$ cat config.mk
export PLATFORM = sky130hd
export DESIGN_NAME = array_list_insert_delete_core
export DESIGN_NICKNAME = d
export VERILOG_FILES = /design/src/hw/rtl/alid_pkg.sv /design/src/hw/rtl/array_list_insert_delete_core.sv /design/src/hw/rtl/alid_ram.sv
export SDC_FILE = /design/constraint.sdc
export NUM_CORES = 2
export LEC_CHECK = 0
export BUFFER_PORTS_ARGS = -buffer_cell sky130_fd_sc_hd__buf_2
export CELL_PAD_IN_SITES_DETAIL_PLACEMENT = 1
export CELL_PAD_IN_SITES_GLOBAL_PLACEMENT = 2
export CORE_MARGIN = 2
export CORE_UTILIZATION = 50
export CTS_CLUSTER_SIZE = 10
export DETAILED_ROUTE_END_ITERATION = 10
export PLACE_DENSITY_LB_ADDON = 0.1
export SLEW_MARGIN = 25
export SYNTH_ARGS = -nofsm -noshare
export SYNTH_HDL_FRONTEND = slang
export SYNTH_HIERARCHICAL = 1
export SYNTH_SLANG_ARGS = --single-unit
$ cat constraint.sdc
create_clock -name clk -period 11.1 [get_ports clk]
set_input_delay 2.22 -clock clk [delete_from_list [all_inputs] [get_ports clk]]
set_output_delay 2.22 -clock clk [all_outputs]
set_load 0.005 [all_outputs]
$ cat src/hw/rtl/alid_pkg.sv
// ----------------------------------------------------------------------------
// alid_pkg
// Shared sizes and codes for the array list insert/delete core.
// ----------------------------------------------------------------------------
package alid_pkg;

    // Maximum number of list entries (2 .. 127)
    localparam int CAPACITY = 64;

    localparam int ADDR_W = $clog2(CAPACITY);
    localparam int CNT_W  = $clog2(CAPACITY + 1);

    // Fixed field widths of the beat payloads
    localparam int MODE_W   = 2;
    localparam int POS_W    = 7;
    localparam int DATA_W   = 32;
    localparam int STATUS_W = 2;
    localparam int COUNT_W  = 7;

    // Width wide enough to compare a position against count + 1
    localparam int CMP_W = (CNT_W + 1 > POS_W) ? CNT_W + 1 : POS_W;

    // Operation codes
    localparam logic [MODE_W-1:0] MODE_INSERT = 2'd0;
    localparam logic [MODE_W-1:0] MODE_DELETE = 2'd1;
    localparam logic [MODE_W-1:0] MODE_READ   = 2'd2;

    // Status codes
    localparam logic [STATUS_W-1:0] ST_OK    = 2'd0;
    localparam logic [STATUS_W-1:0] ST_RANGE = 2'd1;
    localparam logic [STATUS_W-1:0] ST_FULL  = 2'd2;

endpackage

$ cat src/hw/rtl/array_list_insert_delete_core.sv
// ----------------------------------------------------------------------------
// array_list_insert_delete_core
// Sequence: error and unused mode go straight to the result; read waits for
//   RAM read data; insert shifts the entries at or above the position up one
//   slot, then writes the value; delete scans every entry and refills each
//   matched slot from the tail. A held output register stalls the result.
// Throughput: one operation at a time; in_ready returns as the result registers.
// Reset: rst_n clears the count and control; RAM contents are not reset.
// ----------------------------------------------------------------------------
module array_list_insert_delete_core
    import alid_pkg::*;
(
    input  logic                clk,
    input  logic                rst_n,

    input  logic                in_valid,
    output logic                in_ready,
    input  logic [MODE_W-1:0]   mode,
    input  logic [POS_W-1:0]    position,
    input  logic signed [DATA_W-1:0] value,

    output logic                out_valid,
    input  logic                out_ready,
    output logic [STATUS_W-1:0] status,
    output logic [COUNT_W-1:0]  list_count,
    output logic [COUNT_W-1:0]  removed,
    output logic signed [DATA_W-1:0] read_data
);

    // Sequencer states, one-hot
    typedef enum logic [6:0] {
        S_IDLE = 7'b0000001,  // wait for an input beat
        S_INS  = 7'b0000010,  // shift entries up, one per cycle
        S_PUT  = 7'b0000100,  // write the new value at its slot
        S_DEL  = 7'b0001000,  // compare the entry at idx with the value
        S_MOVE = 7'b0010000,  // write the last entry into the freed slot
        S_RDW  = 7'b0100000,  // wait for read data
        S_FIN  = 7'b1000000   // hand the result to the output register
    } state_t;

    state_t               state_reg, state_next;
    logic [CNT_W-1:0]     cnt_reg, cnt_next;
    logic [CNT_W-1:0]     idx_reg, idx_next;
    logic [ADDR_W-1:0]    wa_reg, wa_next;
    logic                 pend_reg, pend_next;
    logic [POS_W-1:0]     pos_reg, pos_next;
    logic [DATA_W-1:0]    val_reg, val_next;
    logic [CNT_W-1:0]     gone_reg, gone_next;
    logic [STATUS_W-1:0]  res_status_reg, res_status_next;
    logic [DATA_W-1:0]    res_rdata_reg, res_rdata_next;

    logic                 out_valid_reg, out_valid_next;
    logic [STATUS_W-1:0]  status_reg, status_next;
    logic [COUNT_W-1:0]   list_count_reg, list_count_next;
    logic [COUNT_W-1:0]   removed_reg, removed_next;
    logic [DATA_W-1:0]    read_data_reg, read_data_next;

    // RAM port signals
    logic                 ram_we;
    logic [ADDR_W-1:0]    ram_waddr;
    logic [DATA_W-1:0]    ram_wdata;
    logic                 ram_re;
    logic [ADDR_W-1:0]    ram_raddr;
    logic [DATA_W-1:0]    ram_rdata;

    // Helpers
    logic                 in_fire;
    logic [CMP_W-1:0]     pos_in_ext;
    logic [CMP_W-1:0]     cnt_ext;
    logic                 shift_more;
    logic [CNT_W-1:0]     idx_inc;
    logic [CNT_W-1:0]     cnt_dec;
    logic                 hit;

    alid_ram #(
        .WIDTH (DATA_W),
        .DEPTH (CAPACITY)
    ) u_store (
        .clk   (clk),
        .we    (ram_we),
        .waddr (ram_waddr),
        .wdata (ram_wdata),
        .re    (ram_re),
        .raddr (ram_raddr),
        .rdata (ram_rdata)
    );

    assign in_ready   = (state_reg == S_IDLE);
    assign in_fire    = in_valid && in_ready;
    assign pos_in_ext = CMP_W'(position);
    assign cnt_ext    = CMP_W'(cnt_reg);

    // Insert keeps shifting while the target slot is at or above the position
    assign shift_more = CMP_W'(idx_reg) >= CMP_W'(pos_reg);
    assign idx_inc    = idx_reg + CNT_W'(1);
    assign cnt_dec    = cnt_reg - CNT_W'(1);
    assign hit        = (ram_rdata == val_reg);

    always_comb
    begin
        state_next      = state_reg;
        cnt_next        = cnt_reg;
        idx_next        = idx_reg;
        wa_next         = wa_reg;
        pend_next       = pend_reg;
        pos_next        = pos_reg;
        val_next        = val_reg;
        gone_next       = gone_reg;
        res_status_next = res_status_reg;
        res_rdata_next  = res_rdata_reg;

        out_valid_next  = out_valid_reg;
        status_next     = status_reg;
        list_count_next = list_count_reg;
        removed_next    = removed_reg;
        read_data_next  = read_data_reg;

        ram_we    = 1'b0;
        ram_waddr = wa_reg;
        ram_wdata = ram_rdata;
        ram_re    = 1'b0;
        ram_raddr = '0;

        // Drop the output beat once taken
        if (out_valid_reg && out_ready)
        begin
            out_valid_next = 1'b0;
        end

        case (state_reg)
            S_IDLE:
            begin
                if (in_fire)
                begin
                    pos_next        = position;
                    val_next        = value;
                    gone_next       = '0;
                    res_status_next = ST_OK;
                    res_rdata_next  = '0;
                    state_next      = S_FIN;
                    case (mode)
                        MODE_INSERT:
                        begin
                            // Position check comes before the full check
                            if (position == '0 || pos_in_ext > cnt_ext + CMP_W'(1))
                            begin
                                res_status_next = ST_RANGE;
                            end
                            else if (cnt_reg == CNT_W'(CAPACITY))
                            begin
                                res_status_next = ST_FULL;
                            end
                            else
                            begin
                                idx_next   = cnt_reg;
                                pend_next  = 1'b0;
                                state_next = S_INS;
                            end
                        end
                        MODE_DELETE:
                        begin
                            if (cnt_reg != '0)
                            begin
                                ram_re     = 1'b1;
                                ram_raddr  = '0;
                                idx_next   = '0;
                                state_next = S_DEL;
                            end
                        end
                        MODE_READ:
                        begin
                            if (position == '0 || pos_in_ext > cnt_ext)
                            begin
                                res_status_next = ST_RANGE;
                            end
                            else
                            begin
                                ram_re     = 1'b1;
                                ram_raddr  = ADDR_W'(position - POS_W'(1));
                                state_next = S_RDW;
                            end
                        end
                        default:
                        begin
                            // Unused code: report ok with no change
                            state_next = S_FIN;
                        end
                    endcase
                end
            end

            S_INS:
            begin
                // Write back the entry fetched last cycle one slot higher
                if (pend_reg)
                begin
                    ram_we    = 1'b1;
                    ram_waddr = wa_reg;
                    ram_wdata = ram_rdata;
                end
                if (shift_more)
                begin
                    ram_re    = 1'b1;
                    ram_raddr = ADDR_W'(idx_reg - CNT_W'(1));
                    wa_next   = ADDR_W'(idx_reg);
                    pend_next = 1'b1;
                    idx_next  = idx_reg - CNT_W'(1);
                end
                else
                begin
                    pend_next = 1'b0;
                    if (!pend_reg)
                    begin
                        state_next = S_PUT;
                    end
                end
            end

            S_PUT:
            begin
                ram_we          = 1'b1;
                ram_waddr       = ADDR_W'(pos_reg - POS_W'(1));
                ram_wdata       = val_reg;
                cnt_next        = cnt_reg + CNT_W'(1);
                res_status_next = ST_OK;
                state_next      = S_FIN;
            end

            S_DEL:
            begin
                // Read data holds the current entry at idx
                if (hit)
                begin
                    gone_next = gone_reg + CNT_W'(1);
                    cnt_next  = cnt_dec;
                    if (idx_reg == cnt_dec)
                    begin
                        // Match was the last entry: nothing to move
                        state_next = S_FIN;
                    end
                    else
                    begin
                        ram_re     = 1'b1;
                        ram_raddr  = ADDR_W'(cnt_dec);
                        state_next = S_MOVE;
                    end
                end
                else if (idx_inc < cnt_reg)
                begin
                    ram_re    = 1'b1;
                    ram_raddr = ADDR_W'(idx_inc);
                    idx_next  = idx_inc;
                end
                else
                begin
                    state_next = S_FIN;
                end
            end

            S_MOVE:
            begin
                // Fill the hole; read data holds so the moved entry is checked next
                ram_we     = 1'b1;
                ram_waddr  = ADDR_W'(idx_reg);
                ram_wdata  = ram_rdata;
                state_next = S_DEL;
            end

            S_RDW:
            begin
                res_rdata_next = ram_rdata;
                state_next     = S_FIN;
            end

            S_FIN:
            begin
                // Hold here until the output register is free
                if (!out_valid_reg || out_ready)
                begin
                    out_valid_next  = 1'b1;
                    status_next     = res_status_reg;
                    list_count_next = COUNT_W'(cnt_reg);
                    removed_next    = COUNT_W'(gone_reg);
                    read_data_next  = res_rdata_reg;
                    state_next      = S_IDLE;
                end
            end

            default:
            begin
                state_next = S_IDLE;
            end
        endcase
    end

    // Control state
    always_ff @(posedge clk or negedge rst_n)
    begin
        if (!rst_n)
        begin
            state_reg     <= S_IDLE;
            cnt_reg       <= '0;
            pend_reg      <= 1'b0;
            out_valid_reg <= 1'b0;
        end
        else
        begin
            state_reg     <= state_next;
            cnt_reg       <= cnt_next;
            pend_reg      <= pend_next;
            out_valid_reg <= out_valid_next;
        end
    end

    // Payload and work registers
    always_ff @(posedge clk)
    begin
        idx_reg        <= idx_next;
        wa_reg         <= wa_next;
        pos_reg        <= pos_next;
        val_reg        <= val_next;
        gone_reg       <= gone_next;
        res_status_reg <= res_status_next;
        res_rdata_reg  <= res_rdata_next;
        status_reg     <= status_next;
        list_count_reg <= list_count_next;
        removed_reg    <= removed_next;
        read_data_reg  <= read_data_next;
    end

    assign out_valid  = out_valid_reg;
    assign status     = status_reg;
    assign list_count = list_count_reg;
    assign removed    = removed_reg;
    assign read_data  = read_data_reg;

endmodule

$ cat src/hw/rtl/alid_ram.sv
// ----------------------------------------------------------------------------
// alid_ram
// Generic single-write, single-read RAM with a registered read port.
// Read data holds while no read is issued.
// ----------------------------------------------------------------------------
module alid_ram #(
    parameter int WIDTH = 32,
    parameter int DEPTH = 64
) (
    input  logic                     clk,
    input  logic                     we,
    input  logic [$clog2(DEPTH)-1:0] waddr,
    input  logic [WIDTH-1:0]         wdata,
    input  logic                     re,
    input  logic [$clog2(DEPTH)-1:0] raddr,
    output logic [WIDTH-1:0]         rdata
);

    logic [WIDTH-1:0] mem [DEPTH];
    logic [WIDTH-1:0] rdata_reg;

    always_ff @(posedge clk)
    begin
        if (we)
        begin
            mem[waddr] <= wdata;
        end
        if (re)
        begin
            rdata_reg <= mem[raddr];
        end
    end

    assign rdata = rdata_reg;

endmodule

# [After elaboration in Yosys (flattened, before gate mapping)]
# Memories as Yosys holds them, arrays and structs flattened. A register that Yosys moved wholly into a read port is not among the register bits.
# Index checks and enable logic that the tools add are counted.
[totals] ff_bits=157 ram_bits=2048 memories=1 in_bits=45 output_inout_bits=50 mem_bits_ro=0 latchBits=0
[mem_list] memory="u_store.mem" words=64 word_bits=32 rd=1 rd_clocked_by_memory_dff=1 wr=1 line_no="alid_ram.sv:19" source="logic [WIDTH-1:0] mem [DEPTH];"
[classes] mux=66 n_lt_le_gt_ge=4 n_addsub=8 n_reduce_logical=27 shifts=0 div_mod_pow=0 n_eq_ne=28 multipliers=0 n_bitwise=0
[op_table] cell="$mux 7" count=21
[op_table] cell="$mux 32" count=2
[op_table] cell="$pmux 32 s2" count=1
[op_table] cell="$mux 6" count=7
[op_table] cell="$pmux 7 s2" count=3
[op_table] cell="$pmux 7 s3" count=2
[op_table] cell="$pmux 7 s6" count=1
[op_table] cell="$eq 32x32->1" count=1
[op_table] cell="$add 7x1->7 const B" count=3
[op_table] cell="$mux 1" count=18
[op_table] cell="$ne 2x2->1 const B" count=9
[op_table] cell="$pmux 6 s3" count=1
[op_table] cell="$eq 7x7->1 const B" count=2
[op_table] cell="$sub 7x1->7 const B" count=2
[op_table] cell="$ne 3x3->1 const B" count=4
[op_table] cell="$pmux 6 s2" count=1
[op_table] cell="$reduce_and 2->1" count=6
[op_table] cell="$sub 6x1->6 const B" count=2
[op_table] cell="$reduce_and 5->1" count=2
[op_table] cell="$reduce_bool 2->1" count=5
[op_table] cell="$reduce_and 9->1" count=1
[op_table] cell="$add 7x1->8 const B" count=1
[op_table] cell="$gt 7x8->1" count=1
[op_table] cell="$pmux 2 s2" count=2
[op_table] cell="other kinds (26)" count=35

# [Depth between registers and ports, before layout]
[depth] ltp_word=7 depth_mapped=20

# [Modules after synthesis]
# The synthesis kept the hierarchy.
[modules_own_cells] module="alid_ram" seq_area_each_um2=62459.9 instances=1 area_per_inst_um2=78843.1 cells_per_inst=3323
[modules_own_cells] module="array_list_insert_delete_core" seq_area_each_um2=4635.7 instances=1 area_per_inst_um2=8090.3 cells_per_inst=705

# [Worst setup path before layout]
# Ideal clock, no wire load.
[synth_timing] path_kind="input -> register" startpoint="input in_valid" endpoint="register u_store.rdata_reg[13] (netlist: u_store/rdata[13]), read port of u_store.mem (data pin)" stages=12 setup_slack_ns=5.133 setup_ns=0.256 path_buffers=3 arrival_time_ns=5.711 path_cell_list="nand2_1 inv_1 o2111ai_1 or2_2 o2111ai_1 buf_2 clkbuf_1 clkbuf_1 mux4_2 mux4_2 o22ai_1 nor2_1"
[synth_between] elab_chain_cells=3 elab_cells_between_ends=5 classes_between="mux (4); reduce/logical (1)"
[synth_lines] item="from (decl)" line_no="array_list_insert_delete_core.sv:16" source="input logic in_valid,"
[synth_lines] item="$logic_and 1x1->1" line_no="array_list_insert_delete_core.sv:89" source="assign in_fire = in_valid && in_ready;"
[synth_lines] item="$mux 6" line_no="array_list_insert_delete_core.sv:133" source="if (in_fire)"
[synth_lines] item="$pmux 6 s3" line_no="array_list_insert_delete_core.sv:130" source="case (state_reg)"
[synth_lines] item="net ram_raddr[1]" line_no="array_list_insert_delete_core.sv:63" source="logic [ADDR_W-1:0] ram_raddr;"
[synth_lines] item="to (decl)" line_no="alid_ram.sv:20" source="logic [WIDTH-1:0] rdata_reg;"
# The timed path passes the listed nets, and every way through them passes these cells.
# A chain may end at the register's enable or synchronous reset.

# [Worst setup path after layout]
[layout_timing] startpoint="register u_store.rdata_reg[30] (netlist: u_store/rdata[30]), read port of u_store.mem" endpoint="register u_store.rdata_reg[30] (netlist: u_store/rdata[30]), read port of u_store.mem (data pin)"
[layout_between] elab_chain_cells=3 elab_cells_between_ends=5 classes_between="eq/ne (1); mux (4)"
[layout_lines] item="$eq 32x32->1" line_no="array_list_insert_delete_core.sv:97" source="assign hit = (ram_rdata == val_reg);"
[layout_lines] item="$mux 6" line_no="array_list_insert_delete_core.sv:232" source="if (hit)"
[layout_lines] item="$pmux 6 s3" line_no="array_list_insert_delete_core.sv:130"
[layout_lines] item="net ram_raddr[0]" line_no="array_list_insert_delete_core.sv:63"
# The timed path passes the listed nets, and every way through them passes these cells.

==> metrics.csv <==
metric,value,unit
drt_wl_total,244,mm
fin_skew,0.0406,ns
clkPwrFrac,0.412,
yosysWarnings,6,
vias,43300,
worst_ir_drop_vdd,0.000153,V
drc_errors,0,
ioPinCount,95,
power.density,189,mW/mm2
power,0.0187,W
holdCritPathClass,register to register,
min_period_over_period,0.640,
finalHoldViolCount,0,
post_cts_buffers,0,
yosysTopAreaCell,edfxtp_1,
drv_cap,0,
reg2reg_from,u_store/rdata[30]$_DFFE_PP_,
hold_buffers,0,
tightest_slew,1.07,ns
port_buffers,94,
cp-end-kind,register,
synth.top_cell.area_share,0.767,
slew_headroom,0.287,
async_reset_ff_frac,0.00715,
netlist_area,0.0869,mm2
largest_reg_flops,2048,
slew_viol_final,0,
antenna_found_initial,16,
holdPathStages,0,
drive_gt1_frac,0.276,
h-tree-depth,5,
rsz0062_at_grt,false,
tns,0,ns
syn2layout_area_growth,13.4,%
yosysMostFrequentCell,edfxtp_1,
firstDrtPassIters,5,
via_per_inst,6.45,
synth_top_flop_cell,edfxtp_1,
grt_max_degree,116,
sw_frac_of_total,0.223,
final_nets,4421,
p_seq_frac,0.516,
postSynthAreaPerCell,21.6,um2
synth_common_cells,"edfxtp_1, mux4_2, nor2_1, nand2_1, clkbuf_1",
hold_path_end,read_data[1]$_DFFE_PP_,
required,11.71,ns
synthCells,4028,
die_h,421,um
cts_tree,yes,
grt_pass1_wl,344,mm
hp-start,res_rdata_reg[1]$_SDFFCE_PN0P_,
r2r_end,u_store/rdata[30]$_DFFE_PP_,
grt_overflow,0,
path_clk_slew,0.05,ns
seq_area_frac_synth,0.772,
synth_cell_types,75,
regToRegSetupSlack,3.99,ns
wl_per_cell,36.3,um
die_area,0.177,mm2
cts-resized-gates,0,
worst-endpoint-arrival,7.72,ns
power.switching,0.00416,W
setup_viol_count_final,0,
synthTopCellsByArea,"edfxtp_1, mux4_2, mux2i_1, nor2_1, nand2_1",
worst-path-max-fanout,102,
synth_fp_nets,4113,
gp_congestion,0.803,
worstRegToRegCells,12,
cts_buffer_depth,4,
max_freq,141,MHz
synth_edf_count,2221,
worstSetupPathType,register to register,
cp-start-kind,register,
internal_power,0.0145,W
post-route-min-period,7.11,ns
initial_core_util,0.502,
p_comb_frac,0.072,
dieWidth,421,um
leakage,30.1,nW
top_register,u_store/mem,
tritoncts.num_buffers,278,
worstSkewPairLatency,0.91,ns
coreArea,0.173,mm2
grt_util_all_layers,0.277,
hpwl,132,mm
synth_seq_cells,2237,
cts.sinks,2237,
drtIter0Drc,5595,
row_count,153,
ant_nets,0,
status,finished clean,
first_global_vias,44700,
cts-root-buf,clkbuf_16,
-- power by group through the flow --
stage               clock network (W)  registers [W]  logic (W)
floorplan                           0        0.00974   0.000821
global placement                    0        0.00981    0.00131
detailed placement                  0        0.00981    0.00133
CTS                           0.00783        0.00964    0.00134
global route                  0.00814        0.00964    0.00143
finish                        0.00770        0.00964    0.00134
-- how the worst max path moves through the flow --
stage | slack (ns) | endpoint | cells after the start | startpoint
after global routing | 3.70 | u_store/rdata[6]$_DFFE_PP_ | 16 | idx_reg[0]$_DFFE_PP_
after CTS | 3.85 | u_store/rdata[6]$_DFFE_PP_ | 13 | u_store/rdata[30]$_DFFE_PP_
after global placement | 3.28 | u_store/rdata[6]$_DFFE_PP_ | 15 | position[4]
after floorplan | 5.13 | u_store/rdata[13]$_DFFE_PP_ | 12 | in_valid
after detailed placement | 3.23 | u_store/rdata[6]$_DFFE_PP_ | 15 | position[4]
final | 3.99 | u_store/rdata[30]$_DFFE_PP_ | 12 | u_store/rdata[30]$_DFFE_PP_
-- per-layer routing --
layer	track usage	vias up	part of all wire
met4	0.0766	0	0.026
met5	0	-	0
met2	0.431	2072	0.47
met3	0.0514	307	0.088
met1	0.407	23600	0.41
li1	-	17300	-
-- metrics by stage --
stage	hold slack [ns]	utilization	std cells	worst slack (ns)	area, um2
2_1_floorplan	0.400	-	4028	5.13	86900
3_3_place_gp	0.402	0.527	6381	3.28	91200
3_5_place_dp	0.406	0.527	6381	3.23	91200
4_1_cts	0.411	0.569	6704	3.85	98600
5_1_grt	0.421	0.569	6704	3.70	98600
6_report	0.411	0.569	6707	3.99	98600
-- cells by family after synthesis --
family | Yosys count | synth area share
AO/OA/AOI/OAI | 281 | 0.0216
XOR/XNOR | 73 | 0.00783
adder cells (fa/ha/maj) | 40 | 0.00576
buffers and inverters | 242 | 0.0128
flip-flops | 2237 | 0.772
multiplexers | 638 | 0.152
AND/OR/NAND/NOR | 517 | 0.0285
-- layout by cell type, fill, tap and decap left out, types with 5 or more instances in the layout --
| cell | instances |
|---|---|
| a21oi_1 | 80 |
| a221o_1 | 9 |
| a22oi_1 | 13 |
| a311oi_1 | 7 |
| a31oi_1 | 5 |
| and2_1 | 37 |
| and3_1 | 10 |
| buf_12 | 11 |
| buf_2 | 94 |
| buf_4 | 135 |
| clkbuf_1 | 26 |
| clkbuf_16 | 285 |
| clkinv_1 | 7 |
| dfrtp_1 | 15 |
| edfxtp_1 | 2221 |
| ha_1 | 40 |
| inv_1 | 28 |
| mux2i_1 | 94 |
| mux4_2 | 544 |
| nand2_1 | 111 |
| nand2_2 | 33 |
| nand2b_1 | 15 |
| nand3_1 | 25 |
| nand3b_1 | 9 |
| nand4_1 | 18 |
| nor2_1 | 108 |
| nor2_4 | 64 |
| nor2b_1 | 17 |
| nor3_1 | 21 |
| o211ai_1 | 5 |
| o21ai_0 | 9 |
| o221ai_1 | 27 |
| o22ai_1 | 86 |
| or2_2 | 6 |
| or3_1 | 6 |
| or3b_2 | 5 |
| xnor2_1 | 59 |
| xor2_1 | 11 |
-- layout make-up --
type	count	area, um2
clock inverter	12	87.6
sequential	2237	67100
inverter	30	113
clock buffer	311	7230
antenna	3	7.51
fill	14400	74700
multi-input combinational	1549	19400
timing repair buffer	240	1700
tap	2325	2910
-- critical path: stages, from the launching register on --
cell,delay (ns)
edfxtp_1,0.65
xnor2_1,0.32
nand4_1,0.31
nor4_4,0.71
nand3_2,0.37
nand2b_1,0.52
o221ai_4,0.51
buf_4,0.60
buf_12,0.67
mux4_2,0.60
mux4_2,0.56
o22ai_1,0.64
nor2_1,0.11
Note: power is estimated with default switching activity, not from simulation.
